## src/rtl/core/assert_macros.svh

```systemverilog
// Assertion macros shared by the RTL files of the allocator core.
`ifndef ASSERT_MACROS_SVH
`define ASSERT_MACROS_SVH
`ifndef SYNTHESIS
// Checks a property on every rising edge of clk outside reset.
`define WFA_ASSERT_PROP(label, clk, rst, prop) \
  label: assert property (@(posedge clk) disable iff (rst) (prop)) \
    else $error("property check failed");
// Checks that a condition is never true outside reset.
`define WFA_ASSERT_NEVER(label, clk, rst, cond) \
  label: assert property (@(posedge clk) disable iff (rst) !(cond)) \
    else $error("forbidden condition seen");
`else
`define WFA_ASSERT_PROP(label, clk, rst, prop)
`define WFA_ASSERT_NEVER(label, clk, rst, cond)
`endif
`endif

```

## src/rtl/core/wfa_pkg.sv

```systemverilog
// Types and constants shared by the worst-fit allocator modules.
`timescale 1ns / 1ps
`default_nettype none
package wfa_pkg;

  localparam int OP_W     = 2;
  localparam int SIZE_W   = 16;
  localparam int STATUS_W = 3;
  localparam int REQ_W    = 16;

  typedef enum logic [OP_W-1:0] {
    OP_CLEAR = 2'd0,
    OP_ADD   = 2'd1,
    OP_ALLOC = 2'd2
  } wfa_op_t;

  typedef enum logic [STATUS_W-1:0] {
    ST_ALLOCATED = 3'd0,
    ST_NO_FIT    = 3'd1,
    ST_ADDED     = 3'd2,
    ST_FULL      = 3'd3,
    ST_CLEARED   = 3'd4
  } wfa_status_t;

  // Commands from the controller to the datapath.
  typedef struct packed {
    logic latch_in;
    logic do_clear;
    logic do_add;
    logic do_full;
    logic count_req;
    logic do_nofit;
    logic scan_start;
    logic scan_step;
    logic do_update;
    logic publish;
  } wfa_cmd_t;

  // Status from the datapath to the controller.
  typedef struct packed {
    wfa_op_t op;
    logic    full;
    logic    empty;
    logic    scan_done;
  } wfa_stat_t;

endpackage
`default_nettype wire

```

## src/rtl/core/wfa_ctrl.sv

```systemverilog
// Controller state machine of the worst-fit allocator.
`timescale 1ns / 1ps
`default_nettype none
module wfa_ctrl (
  input  logic                      clk,
  input  logic                      rst,
  input  logic                      in_valid,
  input  logic [wfa_pkg::OP_W-1:0]  operation,
  output logic                      in_ready,
  output logic                      out_valid,
  input  logic                      out_ready,
  output wfa_pkg::wfa_cmd_t         cmd,
  input  wfa_pkg::wfa_stat_t        stat
);
  import wfa_pkg::*;

  typedef enum logic [4:0] {
    S_IDLE     = 5'b00001,
    S_DISPATCH = 5'b00010,
    S_SCAN     = 5'b00100,
    S_UPDATE   = 5'b01000,
    S_PUBLISH  = 5'b10000
  } state_t;

  state_t state;
  state_t state_next;
  logic   out_free;
  logic   op_known;

  assign in_ready = (state == S_IDLE);
  assign out_free = !out_valid || out_ready;
  assign op_known = operation inside {OP_CLEAR, OP_ADD, OP_ALLOC};

  always_comb begin
    state_next = state;
    cmd        = '0;
    case (state)
      S_IDLE: begin
        // Unused operation codes are taken and dropped without a result.
        if (in_valid && op_known) begin
          cmd.latch_in = 1'b1;
          state_next   = S_DISPATCH;
        end
      end
      S_DISPATCH: begin
        state_next = S_PUBLISH;
        case (stat.op)
          OP_CLEAR: cmd.do_clear = 1'b1;
          OP_ADD: begin
            if (stat.full) cmd.do_full = 1'b1;
            else cmd.do_add = 1'b1;
          end
          OP_ALLOC: begin
            cmd.count_req = 1'b1;
            if (stat.empty) begin
              cmd.do_nofit = 1'b1;
            end else begin
              cmd.scan_start = 1'b1;
              state_next     = S_SCAN;
            end
          end
          default: cmd.do_clear = 1'b1;
        endcase
      end
      S_SCAN: begin
        cmd.scan_step = 1'b1;
        if (stat.scan_done) state_next = S_UPDATE;
      end
      S_UPDATE: begin
        cmd.do_update = 1'b1;
        state_next    = S_PUBLISH;
      end
      S_PUBLISH: begin
        if (out_free) begin
          cmd.publish = 1'b1;
          state_next  = S_IDLE;
        end
      end
      default: state_next = S_IDLE;
    endcase
  end

  always_ff @(posedge clk) begin
    if (rst) begin
      state     <= S_IDLE;
      out_valid <= 1'b0;
    end else begin
      state <= state_next;
      if (cmd.publish) out_valid <= 1'b1;
      else if (out_ready) out_valid <= 1'b0;
    end
  end

endmodule
`default_nettype wire

```

## config.mk

```make
export PLATFORM = sky130hd
export DESIGN_NAME = wfa_ctrl
export DESIGN_NICKNAME = d
export VERILOG_FILES = /design/src/rtl/core/assert_macros.svh /design/src/rtl/core/wfa_pkg.sv /design/src/rtl/core/wfa_ctrl.sv
export SDC_FILE = /design/constraint.sdc
export NUM_CORES = 1
export LEC_CHECK = 0
export BUFFER_PORTS_ARGS = -buffer_cell sky130_fd_sc_hd__buf_2
export CORE_AREA = 2 2 39 41
export CTS_CLUSTER_SIZE = 16
export DETAILED_ROUTE_END_ITERATION = 7
export DIE_AREA = 0 0 41 43
export GPL_TIMING_DRIVEN = 1
export PLACE_DENSITY = 0.7
export SYNTH_ARGS = -nofsm -noshare
export SYNTH_HDL_FRONTEND = slang
export SYNTH_SLANG_ARGS = --single-unit
export TNS_END_PERCENT = 50
```

## constraint.sdc

```tcl
create_clock -name clk -period 1.65 [get_ports clk]
set_input_delay 0.2475 -clock clk [delete_from_list [all_inputs] [get_ports clk]]
set_output_delay 0.2475 -clock clk [all_outputs]
set_load 0.1 [all_outputs]
```

==> impl_metrics.env <==
export IMPL_status="finished, violations left"
export IMPL_violations="setup timing"
export IMPL_grt_pass1_wl_um=2500
export IMPL_cp_slowest_cell="dfxtp_4"
export IMPL_design_core_area_um2=1380
export IMPL_io_pins=23
export IMPL_worstMarginPinSlew_ns=0.486
export IMPL_postSynthNetCount=71
export IMPL_fin_ws_ns=-0.0734
export IMPL_layout_common_cells="buf_2 (11), buf_12 (11), buf_4 (10), inv_1 (7)"
export IMPL_rr_startpoint="state[0]"
export IMPL_antenna_found_initial=0
export IMPL_port_buffers=22
export IMPL_setup_tns_ns=-0.368
export IMPL_htree_levels=1
export IMPL_worstPathRequired_ns=1.40
export IMPL_skew_ns=0.000981
export IMPL_num_rows=14
export IMPL_multiInputGateArea_um2=364
export IMPL_power_leakage_uw=0.000404
export IMPL_drc=0
export IMPL_power_density_nw_per_um2=839
export IMPL_synth_simple_area_share_pct=39.3
export IMPL_clk_latency_ns=0.25
export IMPL_cts_root_buf="clkbuf_4"
export IMPL_areaGrowthSynthToFinish_pct=106
export IMPL_start_util_pct=32.5
export IMPL_yosys_warnings=0
export IMPL_grt_setup_unrepaired="true"
export IMPL_grt_max_degree=7
export IMPL_reg2reg_slack_ns=0.39
export IMPL_syn_area_um2=449
export IMPL_hold_class="in -> reg"
export IMPL_postSynthCellCount=58
export IMPL_fmax_mhz=580
export IMPL_clock_path_buffers=2
export IMPL_worstSetupEndpoint="cmd[3]"
export IMPL_seq_area_um2=134
export IMPL_cts_tree="yes"
export IMPL_reg2reg_depth=5
export IMPL_synth_xor_xnor_area_share_pct=1.95
export IMPL_report_final_slew_viol_count=0
export IMPL_grt_usage_pct=21.7
export IMPL_crit_path_start="state[1]"
export IMPL_diodes=0
export IMPL_wire_per_inst_um=13.4
export IMPL_dieArea_um2=1760
export IMPL_clkSinkCount=6
export IMPL_crit_path_end_kind="primary output"
export IMPL_synth_top_family_by_area="simple AND/OR/NAND/NOR gates"
export IMPL_max_stage_delay_ns=0.37
export IMPL_wl_um=1430
export IMPL_peakVddDrop_mv=0.730
export IMPL_yosys_register_bits=6
export IMPL_avgViaCountPerCell=5.15
export IMPL_fin_nets=106
export IMPL_hold_ws_ns=0.188
export IMPL_synth_area_per_cell_um2=7.74
export IMPL_antenna_left=0
export IMPL_numCtsBuffers=3
export IMPL_finalCritPeriodShare_pct=104
export IMPL_die_w_um=41
export IMPL_setup_viol=8
export IMPL_synthMuxAreaShare_pct=0
export IMPL_r2r_end="state[0]"
export IMPL_hold_violations=0
export IMPL_startpoint_type="flop"
export IMPL_min_period_ns=1.72
export IMPL_cp_max_fo=6
export IMPL_yosysSeqAreaShare_pct=26.7
export IMPL_drv_cap=0
export IMPL_crit_path_cell_trace="inv_4, nor4b_4, buf_4, and3_4, buf_12"
export IMPL_grt_pass1_vias=597
export IMPL_die_h_um=43
export IMPL_drt_iter0_markers=2
export IMPL_dp_hpwl_um=1030
export IMPL_clkTransAtPathRegs_ns=0.05
export IMPL_detail_route_first_pass_iterations=2
export IMPL_synth_adder_area_share_pct=5.57
export IMPL_num_vias=551
export IMPL_arrival_ns=1.48
export IMPL_utilization_pct=66.7
export IMPL_yosys_cell_types_count=26
export IMPL_place_congestion=0.763
export IMPL_crit_type="reg -> out"
export IMPL_synth_compound_area_share_pct=15.6
export IMPL_slew_headroom_pct=67.8
export IMPL_fill_cells=105
export IMPL_grt_overflow_total=0
export IMPL_drive_gt1_share_pct=64.8
export IMPL_postCtsHoldBufs=0
Yosys cell counts:
| cell type | instances | area [um^2] |
|---|---|---|
| nor4b_2 | 1 | 15.0 |
| a211oi_1 | 1 | 7.51 |
| buf_4 | 1 | 7.51 |
| inv_1 | 7 | 26.3 |
| buf_6 | 1 | 11.3 |
| a32oi_1 | 1 | 8.76 |
| and3_1 | 3 | 18.8 |
| nor3b_2 | 1 | 12.5 |
| o21ai_0 | 4 | 20.0 |
| ha_1 | 2 | 25.0 |
| nor3_1 | 4 | 20.0 |
| nor2_1 | 5 | 18.8 |
| nor4b_4 | 1 | 23.8 |
| a41oi_1 | 1 | 8.76 |
| dfxtp_1 | 6 | 120 |
| nand3_1 | 1 | 5.00 |
| nand4_1 | 1 | 6.26 |
| nand2b_1 | 1 | 6.26 |
| a21bo_2 | 1 | 10.0 |
| and2b_2 | 1 | 8.76 |
| nand2_1 | 6 | 22.5 |
| xor2_1 | 1 | 8.76 |
| inv_2 | 1 | 3.75 |
| nor2_2 | 1 | 6.26 |
| and2_1 | 2 | 12.5 |
| a21oi_1 | 3 | 15.0 |
timing repair:
item / CTS / global route
pin swaps: 4 / 0
gates resized for setup: 17 / 1
setup endpoints to repair: 10 / 10
buffers inserted: 8 / 0
cell type report:
cell class                      count  area share (%)
Clock buffer                        3            2.44
Sequential cell                     6            14.5
Inverter                            8            3.52
Timing Repair Buffer               32            37.9
Multi-Input combinational cell     42            39.4
Tap cell                           16            2.17
through the flow:
stage	power, uW	instances	cell area, um^2	setup slack, ns
2_1_floorplan	445	58	495	-0.335
3_3_place_gp	564	96	783	0.107
3_5_place_dp	574	96	783	0.0242
4_1_cts	764	107	918	-0.0569
5_1_grt	805	107	923	-0.157
6_report	774	107	923	-0.0734
power breakdown:
part           switching [uW]  internal, uW  total [uW]
logic                     267           184         451
registers                21.4           161         182
clock network            58.8          82.7         141
registers in the layout, summed over array words and instances (netlist names):
| signal | count |
|---|---|
| out_valid | 1 |
| state | 5 |
metal layers:
layer / up-vias / GRT usage [%] / routed length (um)
li1: 266 / - / -
met1: 264 / 22.8 / 537
met2: 17 / 36.3 / 803
met3: 4 / 4.19 / 48
met4: 0 / 14.0 / 43
met5: - / 0 / 0
logic make-up (layout without fill, tap and decap cells):
logic type               count (synthesis)  count (layout)
flip-flops                               6               6
AND/OR/NAND/NOR                         28              28
AO/OA/AOI/OAI                           11              11
XOR/XNOR                                 1               1
buffers and inverters                   10              43
adder cells (fa/ha/maj)                  2               2
worst max-delay path: cells and delay by family, from the launching register on:
family / cells / cell delay, ns
simple gates: 2 / 0.46
buf+inv: 3 / 0.40
flops: 1 / 0.37
worst min path at each step:
stage	slack, ns	cells after the start	start	end
2_1_floorplan	0.32	1	rst	out_valid
3_3_place_gp	0.46	2	rst	state[4]
3_5_place_dp	0.46	2	rst	out_valid
4_1_cts	0.19	2	rst	state[4]
5_1_grt	0.19	2	rst	state[4]
6_report	0.19	2	rst	state[4]
(Power assumes the default switching activity.)
